`config.mk`:
```
export PLATFORM = sky130hd
export DESIGN_NAME = subsequence_occurrence_counter_unit
export DESIGN_NICKNAME = d
export VERILOG_FILES = /design/src/rtl/core/socu_pkg.sv /design/src/rtl/core/socu_front.sv /design/src/rtl/core/socu_queue.sv /design/src/rtl/core/socu_back.sv /design/src/rtl/core/subsequence_occurrence_counter_unit.sv
export SDC_FILE = /design/constraint.sdc
export NUM_CORES = 2
export LEC_CHECK = 0
export BUFFER_PORTS_ARGS = -buffer_cell sky130_fd_sc_hd__buf_2
export CAP_MARGIN = 20
export CELL_PAD_IN_SITES_DETAIL_PLACEMENT = 0
export CELL_PAD_IN_SITES_GLOBAL_PLACEMENT = 1
export CORE_ASPECT_RATIO = 1.2
export CORE_MARGIN = 2
export CORE_UTILIZATION = 31
export DETAILED_ROUTE_END_ITERATION = 10
export PLACE_DENSITY_LB_ADDON = 0.1
export SLEW_MARGIN = 20
export SYNTH_ARGS = -nofsm -noshare
export SYNTH_HDL_FRONTEND = slang
export SYNTH_SLANG_ARGS = --single-unit
```
`constraint.sdc`:
```
create_clock -name clk -period 10.3 [get_ports clk]
set_input_delay 1.545 -clock clk [delete_from_list [all_inputs] [get_ports clk]]
set_output_delay 1.545 -clock clk [all_outputs]
set_load 0.02 [all_outputs]
```
`src/rtl/core/socu_pkg.sv`:
```
// ----------------------------------------------------------------------------
// socu_pkg
// Shared types and constants for the subsequence occurrence counter.
// ----------------------------------------------------------------------------
package socu_pkg;

    localparam int MAX_PATTERN_DEF   = 24;
    localparam int COUNT_MODULUS_DEF = 10000;
    localparam int QUEUE_DEPTH_DEF   = 2;

    localparam int CHAR_W    = 8;
    localparam int MATCH_W   = 14;
    localparam int LEN_W     = 5;
    localparam int CFG_W     = 64;
    localparam int CFG_IDX_W = 2;
    localparam int PAT_BANKS = 3;

    typedef enum logic [CFG_IDX_W-1:0] {
        REG_PAT_LOW  = 2'd0,
        REG_PAT_MID  = 2'd1,
        REG_PAT_HIGH = 2'd2,
        REG_PAT_LEN  = 2'd3
    } cfg_reg_t;

endpackage

```
`src/rtl/core/socu_front.sv`:
```
// ----------------------------------------------------------------------------
// socu_front
// Holds the pattern registers and classifies each text word into a per-prefix
// match vector, a restart flag and the selected output prefix.
// ----------------------------------------------------------------------------
module socu_front #(
    parameter int MAX_PATTERN = socu_pkg::MAX_PATTERN_DEF,
    parameter int IDX_W       = (MAX_PATTERN > 1) ? $clog2(MAX_PATTERN) : 1
) (
    input  logic                           clk,
    input  logic                           rst_n,
    input  logic                           cfg_we,
    input  logic [socu_pkg::CFG_IDX_W-1:0] cfg_index,
    input  logic [socu_pkg::CFG_W-1:0]     cfg_data,
    input  logic                           text_valid,
    output logic                           text_ready,
    input  logic [socu_pkg::CHAR_W-1:0]    text_char,
    input  logic                           start_text,
    output logic                           q_valid,
    input  logic                           q_ready,
    output logic [IDX_W+MAX_PATTERN:0]     q_data
);

    logic [socu_pkg::CFG_W-1:0] pat_low_reg, pat_low_next;
    logic [socu_pkg::CFG_W-1:0] pat_mid_reg, pat_mid_next;
    logic [socu_pkg::CFG_W-1:0] pat_high_reg, pat_high_next;
    logic [socu_pkg::LEN_W-1:0] pat_len_reg, pat_len_next;

    logic [socu_pkg::PAT_BANKS*socu_pkg::CFG_W-1:0] pat_flat;
    logic [MAX_PATTERN-1:0]     match_vec;
    logic [socu_pkg::LEN_W-1:0] len_clamp;
    logic [socu_pkg::LEN_W-1:0] sel_wide;

    always_comb
    begin
        pat_low_next  = pat_low_reg;
        pat_mid_next  = pat_mid_reg;
        pat_high_next = pat_high_reg;
        pat_len_next  = pat_len_reg;
        if (cfg_we)
        begin
            unique case (socu_pkg::cfg_reg_t'(cfg_index))
                socu_pkg::REG_PAT_LOW:  pat_low_next  = cfg_data;
                socu_pkg::REG_PAT_MID:  pat_mid_next  = cfg_data;
                socu_pkg::REG_PAT_HIGH: pat_high_next = cfg_data;
                socu_pkg::REG_PAT_LEN:  pat_len_next  = cfg_data[socu_pkg::LEN_W-1:0];
                default:                pat_len_next  = pat_len_reg;
            endcase
        end
    end

    always_ff @(posedge clk or negedge rst_n)
    begin
        if (!rst_n)
        begin
            pat_low_reg  <= '0;
            pat_mid_reg  <= '0;
            pat_high_reg <= '0;
            pat_len_reg  <= socu_pkg::LEN_W'(1);
        end
        else
        begin
            pat_low_reg  <= pat_low_next;
            pat_mid_reg  <= pat_mid_next;
            pat_high_reg <= pat_high_next;
            pat_len_reg  <= pat_len_next;
        end
    end

    assign pat_flat = {pat_high_reg, pat_mid_reg, pat_low_reg};

    for (genvar j = 0; j < MAX_PATTERN; j++)
    begin : g_cmp
        assign match_vec[j] =
            (pat_flat[j*socu_pkg::CHAR_W +: socu_pkg::CHAR_W] == text_char);
    end

    // zero length acts as one, oversize saturates
    always_comb
    begin
        len_clamp = pat_len_reg;
        if (pat_len_reg == '0)
            len_clamp = socu_pkg::LEN_W'(1);
        else if (pat_len_reg > socu_pkg::LEN_W'(MAX_PATTERN))
            len_clamp = socu_pkg::LEN_W'(MAX_PATTERN);
        sel_wide = len_clamp - socu_pkg::LEN_W'(1);
    end

    assign text_ready = q_ready;
    assign q_valid    = text_valid;
    assign q_data     = {sel_wide[IDX_W-1:0], start_text, match_vec};

endmodule

```
`src/rtl/core/socu_queue.sv`:
```
// ----------------------------------------------------------------------------
// socu_queue
// Small register FIFO between the classify front and the counting back.
// ----------------------------------------------------------------------------
module socu_queue #(
    parameter int WIDTH = 8,
    parameter int DEPTH = socu_pkg::QUEUE_DEPTH_DEF
) (
    input  logic             clk,
    input  logic             rst_n,
    input  logic             in_valid,
    output logic             in_ready,
    input  logic [WIDTH-1:0] in_data,
    output logic             out_valid,
    input  logic             out_ready,
    output logic [WIDTH-1:0] out_data
);

    localparam int PTR_W = $clog2(DEPTH);
    localparam int CNT_W = $clog2(DEPTH + 1);

    logic [WIDTH-1:0] mem_reg [DEPTH];
    logic [PTR_W-1:0] wr_ptr_reg, wr_ptr_next;
    logic [PTR_W-1:0] rd_ptr_reg, rd_ptr_next;
    logic [CNT_W-1:0] count_reg, count_next;
    logic             push;
    logic             pop;

    assign in_ready  = (count_reg != CNT_W'(DEPTH));
    assign out_valid = (count_reg != '0);
    assign out_data  = mem_reg[rd_ptr_reg];
    assign push      = in_valid && in_ready;
    assign pop       = out_valid && out_ready;

    always_comb
    begin
        wr_ptr_next = wr_ptr_reg;
        rd_ptr_next = rd_ptr_reg;
        count_next  = count_reg;
        if (push)
            wr_ptr_next = (wr_ptr_reg == PTR_W'(DEPTH - 1)) ? '0 : wr_ptr_reg + 1'b1;
        if (pop)
            rd_ptr_next = (rd_ptr_reg == PTR_W'(DEPTH - 1)) ? '0 : rd_ptr_reg + 1'b1;
        case ({push, pop})
            2'b10:   count_next = count_reg + 1'b1;
            2'b01:   count_next = count_reg - 1'b1;
            default: count_next = count_reg;
        endcase
    end

    always_ff @(posedge clk or negedge rst_n)
    begin
        if (!rst_n)
        begin
            wr_ptr_reg <= '0;
            rd_ptr_reg <= '0;
            count_reg  <= '0;
        end
        else
        begin
            wr_ptr_reg <= wr_ptr_next;
            rd_ptr_reg <= rd_ptr_next;
            count_reg  <= count_next;
        end
    end

    always_ff @(posedge clk)
    begin
        if (push)
            mem_reg[wr_ptr_reg] <= in_data;
    end

`ifndef NO_ASSERTIONS
    a_fill_bound: assert property (@(posedge clk) disable iff (!rst_n)
        count_reg <= CNT_W'(DEPTH))
        else $error("queue fill count exceeds depth");
`endif

endmodule

```
`src/rtl/core/socu_back.sv`:
```
// ----------------------------------------------------------------------------
// socu_back
// Prefix count array: applies one classified word per cycle while the output is
// not stalled and registers the selected full-pattern count for the output channel.
// ----------------------------------------------------------------------------
module socu_back #(
    parameter int MAX_PATTERN   = socu_pkg::MAX_PATTERN_DEF,
    parameter int COUNT_MODULUS = socu_pkg::COUNT_MODULUS_DEF,
    parameter int IDX_W         = (MAX_PATTERN > 1) ? $clog2(MAX_PATTERN) : 1
) (
    input  logic                         clk,
    input  logic                         rst_n,
    input  logic                         q_valid,
    output logic                         q_ready,
    input  logic [IDX_W+MAX_PATTERN:0]   q_data,
    output logic                         count_valid,
    input  logic                         count_ready,
    output logic [socu_pkg::MATCH_W-1:0] match_count
);

    localparam int CNT_W = $clog2(COUNT_MODULUS);
    localparam logic [CNT_W:0] MOD_C = (CNT_W + 1)'(COUNT_MODULUS);

    logic [CNT_W-1:0] cnt_reg  [MAX_PATTERN];
    logic [CNT_W-1:0] cnt_next [MAX_PATTERN];
    logic [CNT_W-1:0] cnt_upd  [MAX_PATTERN];

    logic                         valid_reg, valid_next;
    logic [socu_pkg::MATCH_W-1:0] match_reg;
    logic [CNT_W+socu_pkg::MATCH_W-1:0] sel_ext;

    logic [MAX_PATTERN-1:0] hit;
    logic                   restart;
    logic [IDX_W-1:0]       sel;
    logic                   pop;

    assign hit     = q_data[MAX_PATTERN-1:0];
    assign restart = q_data[MAX_PATTERN];
    assign sel     = q_data[IDX_W+MAX_PATTERN:MAX_PATTERN+1];

    assign q_ready = !valid_reg || count_ready;
    assign pop     = q_valid && q_ready;

    for (genvar j = 0; j < MAX_PATTERN; j++)
    begin : g_cell
        logic [CNT_W-1:0] base;
        logic [CNT_W-1:0] prev;
        logic [CNT_W:0]   sum;
        logic [CNT_W:0]   red;

        assign base = restart ? '0 : cnt_reg[j];
        if (j == 0)
        begin : g_first
            assign prev = CNT_W'(1);
        end
        else
        begin : g_rest
            assign prev = restart ? '0 : cnt_reg[j-1];
        end
        assign sum        = {1'b0, base} + {1'b0, prev};
        assign red        = (sum >= MOD_C) ? sum - MOD_C : sum;
        assign cnt_upd[j] = hit[j] ? red[CNT_W-1:0] : base;
        assign cnt_next[j] = pop ? cnt_upd[j] : cnt_reg[j];
    end

    assign sel_ext    = {{socu_pkg::MATCH_W{1'b0}}, cnt_upd[sel]};
    assign valid_next = pop ? 1'b1 : (count_ready ? 1'b0 : valid_reg);

    always_ff @(posedge clk or negedge rst_n)
    begin
        if (!rst_n)
        begin
            valid_reg <= 1'b0;
            for (int k = 0; k < MAX_PATTERN; k++)
                cnt_reg[k] <= '0;
        end
        else
        begin
            valid_reg <= valid_next;
            for (int k = 0; k < MAX_PATTERN; k++)
                cnt_reg[k] <= cnt_next[k];
        end
    end

    always_ff @(posedge clk)
    begin
        if (pop)
            match_reg <= sel_ext[socu_pkg::MATCH_W-1:0];
    end

    assign count_valid = valid_reg;
    assign match_count = match_reg;

`ifndef NO_ASSERTIONS
    a_pop_shows: assert property (@(posedge clk) disable iff (!rst_n)
        pop |=> valid_reg)
        else $error("popped word did not reach the output register");

    a_in_range: assert property (@(posedge clk) disable iff (!rst_n)
        valid_reg |-> ({{(CNT_W + 1){1'b0}}, match_reg} < {{socu_pkg::MATCH_W{1'b0}}, MOD_C}))
        else $error("output count not reduced");

    a_restart_zero: assert property (@(posedge clk) disable iff (!rst_n)
        (pop && restart && !hit[0]) |=> (match_reg == '0))
        else $error("restart without first-character hit must give zero");
`endif

endmodule

```
`src/rtl/core/subsequence_occurrence_counter_unit.sv`:
```
// ----------------------------------------------------------------------------
// subsequence_occurrence_counter_unit
// Counts occurrences of a configured pattern as a subsequence of a text stream.
// ----------------------------------------------------------------------------
// Usage:
//   Configuration: write pattern bytes (three 64-bit banks) and the pattern
//   length through cfg_we / cfg_index / cfg_data, only while the unit is idle.
//   Text channel: text_valid / text_ready carries one character per word;
//   start_text restarts all prefix counts ahead of that character.
//   Count channel: count_valid / count_ready returns one match_count per text
//   word, in order: the full-pattern count so far, modulo COUNT_MODULUS.
//   Path: an accepted word is written into the queue, then popped into the output register that holds its count.
//   Throughput: one word per cycle while count_ready is not held low, set by the
//   parallel prefix adder array, which updates all prefix counts together.
//   Stall: the output register holds while count_ready is low; a two-entry
//   queue absorbs the words in flight, then text_ready drops.
//   Reset: counts clear to zero, pattern bytes to zero, length to one; no
//   clearing pass is needed.
// ----------------------------------------------------------------------------
module subsequence_occurrence_counter_unit #(
    parameter int MAX_PATTERN   = socu_pkg::MAX_PATTERN_DEF,
    parameter int COUNT_MODULUS = socu_pkg::COUNT_MODULUS_DEF
) (
    input  logic                           clk,
    input  logic                           rst_n,
    input  logic                           cfg_we,
    input  logic [socu_pkg::CFG_IDX_W-1:0] cfg_index,
    input  logic [socu_pkg::CFG_W-1:0]     cfg_data,
    input  logic                           text_valid,
    output logic                           text_ready,
    input  logic [socu_pkg::CHAR_W-1:0]    text_char,
    input  logic                           start_text,
    output logic                           count_valid,
    input  logic                           count_ready,
    output logic [socu_pkg::MATCH_W-1:0]   match_count
);

    localparam int IDX_W = (MAX_PATTERN > 1) ? $clog2(MAX_PATTERN) : 1;
    localparam int QW    = IDX_W + MAX_PATTERN + 1;

    logic          fq_valid;
    logic          fq_ready;
    logic [QW-1:0] fq_data;
    logic          qb_valid;
    logic          qb_ready;
    logic [QW-1:0] qb_data;

    socu_front #(
        .MAX_PATTERN (MAX_PATTERN),
        .IDX_W       (IDX_W)
    ) u_front (
        .clk        (clk),
        .rst_n      (rst_n),
        .cfg_we     (cfg_we),
        .cfg_index  (cfg_index),
        .cfg_data   (cfg_data),
        .text_valid (text_valid),
        .text_ready (text_ready),
        .text_char  (text_char),
        .start_text (start_text),
        .q_valid    (fq_valid),
        .q_ready    (fq_ready),
        .q_data     (fq_data)
    );

    socu_queue #(
        .WIDTH (QW),
        .DEPTH (socu_pkg::QUEUE_DEPTH_DEF)
    ) u_queue (
        .clk       (clk),
        .rst_n     (rst_n),
        .in_valid  (fq_valid),
        .in_ready  (fq_ready),
        .in_data   (fq_data),
        .out_valid (qb_valid),
        .out_ready (qb_ready),
        .out_data  (qb_data)
    );

    socu_back #(
        .MAX_PATTERN   (MAX_PATTERN),
        .COUNT_MODULUS (COUNT_MODULUS),
        .IDX_W         (IDX_W)
    ) u_back (
        .clk         (clk),
        .rst_n       (rst_n),
        .q_valid     (qb_valid),
        .q_ready     (qb_ready),
        .q_data      (qb_data),
        .count_valid (count_valid),
        .count_ready (count_ready),
        .match_count (match_count)
    );

endmodule

```
==> qor.csv <==
metric,value,unit
TNS Setup,0,ps
Relative slew margins,21.7,%
Post-CTS Resized,0,
DR vias,58500,
fin crit share,75.9,%
XOR/XNOR share of the synthesized area,11.1,%
net count after synthesis,7845,
Chip Height,489,um
Row Count,177,
main combinational cell family by area after synthesis,compound AO/OA/AOI/OAI gates,
Post-synth EDFFs,74,
Max Freq,128,MHz
crit start category,flop,
final number of setup-violating endpoints,0,
clk buf depth,3,
P_int,8580,uW
Max Cap Viol,0,
global-route usage over all layers,25.4,%
max reg flops,336,
Clock Latency Late Sink,750,ps
PwrDens,284,nW/um^2
Setup WS pre-CTS,2540,ps
"Seq/Total Area, Yosys",25.8,%
antenna violations before repair,23,
Synth Instances,7579,
clock-pin slew on the worst setup and hold paths,60,ps
IO buf count,95,
sw power,10200,uW
maximum vdd drop,297,uV
DP Wirelength,192000,um
post-synthesis async set-or-reset flop share,87.9,%
worst slew pin tran,1160,ps
Initial Utilization,31.3,%
Synth area leader,dfrtp_1,
crit end category,flop,
DRC errors left,0,
Tmin final,7820,ps
full die area,199000,um^2
DRT antenna net count,0,
drt pass-1 iters,8,
final-report hold violation count,0,
Sink Count,612,
adder-cell share of the synthesized area,4.94,%
RSZ-0062 raised after global routing,false,
min-delay worst type,reg2reg,
post-CTS setup buffer count,0,
DR iter-0 viols,4658,
Clock Root Buffer,clkbuf_16,
mux cell area share after synthesis,6.33,%
area share of the largest cell type after synthesis,22.1,%
Synth cell types,127,
GRT overflow,0,
share of layout cells above drive strength 1,10.3,%
"Top FF cell, synth",dfrtp_1,
Simple-Gate Fraction of Synth Area,20.8,%
routability cong.,0.868,
"Avg Cell Area, Syn",8.01,um^2
leakage power,0.0253,uW
logic gate share of total power,59.4,%
largest net degree at the start of global routing,171,
core footprint,194000,um^2
Nets,7522,
Yosys reg bits,612,
largest cells by area after synthesis,"dfrtp_1, xnor2_1, nand2_1",
Clock power frac,17.3,%
Synth Area in Compound Gates,26.0,%
Layout area overhead,8.61,%
Die W,408,um
vias in the first global route,56100,
WP data required,10770,ps
vias per cell,5.90,
CTS H-tree lvls,3,
CP Max Fanout,33,
IO Pins,96,
hold_buf cts,0,
fin worst setup slack,2480,ps
Total Wirelength,261000,um
final setup skew,53.3,ps
"Cell Area, Synth",60700,um^2
status,completed,
Worst EP arrival,8290,ps
Sw Ratio,54.2,%
CTS tree,done,
"Slew Viols, Final",0,
Flop pwr share,23.4,%
first-pass GRT wire length,386000,um
crit path kind,reg2reg,
DR WL/cell,26.3,um
yosys warns,0,
cts bufs inserted,82,
cells in the final DEF (no fill, tap or decap), drive strengths merged, types with 179 or more instances in the layout:
master / n
o21ai: 454
xnor2: 551
ha: 179
buf: 190
dfrtp: 537
a21oi: 449
nand2: 821
xor2: 216
mux2: 250
nand3: 229
and2: 200
nor3: 182
nor2: 621
final timing paths:
| path | endpoint | start | slack [ps] | cells after the start |
|---|---|---|---|---|
| min reg2reg | u_back.cnt_reg[110] | u_back.cnt_reg[110] | 460 | 2 |
| max | u_back.match_count[10] | u_queue.rd_ptr_reg | 2480 | 21 |
| max reg2reg | u_back.match_count[10] | u_queue.rd_ptr_reg | 2480 | 21 |
| min | u_back.cnt_reg[110] | u_back.cnt_reg[110] | 460 | 2 |
| max in group asynchronous | u_queue.rd_ptr_reg | rst_n | 7330 | 3 |
| min in group asynchronous | u_back.cnt_reg[333] | rst_n | 800 | 1 |
per-layer routing:
metal  share of wire, %  global-route usage, %  wire length, um  vias up
met3                4.7                   3.11            12400      295
met2                 49                   44.3           127000     1556
met4                3.2                   7.93             8250       26
met1                 43                   32.4           113000    29200
met5              0.061                      0              158        -
li1                   -                      -                -    27400
power groups by stage:
stage | Sequential, uW | Combinational [uW] | Clock (uW)
floorplan | 3440 | 7900 | 0
global placement | 4390 | 11000 | 0
detailed placement | 4390 | 11000 | 0
CTS | 4350 | 11100 | 3310
global route | 4480 | 12000 | 3390
finish | 4370 | 11100 | 3240
synth_stat cells, types with 95 or more instances:
master,count
and2_1,197
xnor2_1,551
inv_1,134
a211oi_1,116
clkbuf_1,458
nand4_1,113
o31ai_1,98
a21oi_1,446
dfrtp_1,537
nor2_1,619
a22o_1,95
ha_1,179
nand3_1,229
nand2_1,819
mux2_2,249
o21ai_0,421
a31oi_1,132
xor2_1,216
nor3_1,178
area by class of cell:
cell class	instances	area, um^2
fill	20500	128000
tap	2595	3250
clock inverter	39	662
antenna	4	10.0
sequential	612	15700
clock buffer	111	2330
timing repair buffer	190	1310
multi-input combinational	6234	42200
inverter	136	518
critical path, stage by stage, from the launching register on:
cell	delay (ps)
dfrtp_4	740
mux2i_4	410
buf_4	470
and2_1	360
inv_1	200
fa_1	540
a21boi_0	160
o21ai_0	410
nand2_1	120
xnor2_1	200
inv_1	110
ha_1	150
nand2_1	40
a2111oi_0	690
o21ai_0	220
a31oi_1	840
nand3_1	180
xnor2_1	330
o21ai_0	180
a2111oi_0	730
a211oi_1	130
a311o_1	320
kinds of logic after synthesis:
group                    count (synthesis)
flip-flops                             612
adder cells (fa/ha/maj)                248
XOR/XNOR                               768
AO/OA/AOI/OAI                         2246
multiplexers                           348
buffers and inverters                  733
AND/OR/NAND/NOR                       2624
per-stage QoR:
| step | area, um^2 | instances | utilization (%) | hold WS, ps | power (uW) |
|---|---|---|---|---|---|
| floorplan | 60700 | 7579 | - | 430 | 11300 |
| global placement | 62900 | 9767 | 32.4 | 449 | 15400 |
| detailed placement | 63000 | 9767 | 32.4 | 453 | 15400 |
| CTS | 65900 | 9917 | 34.0 | 466 | 18700 |
| global route | 66000 | 9918 | 34.0 | 482 | 19900 |
| finish | 66000 | 9921 | 34.0 | 465 | 18700 |
Power figures use the tool's default switching activity.
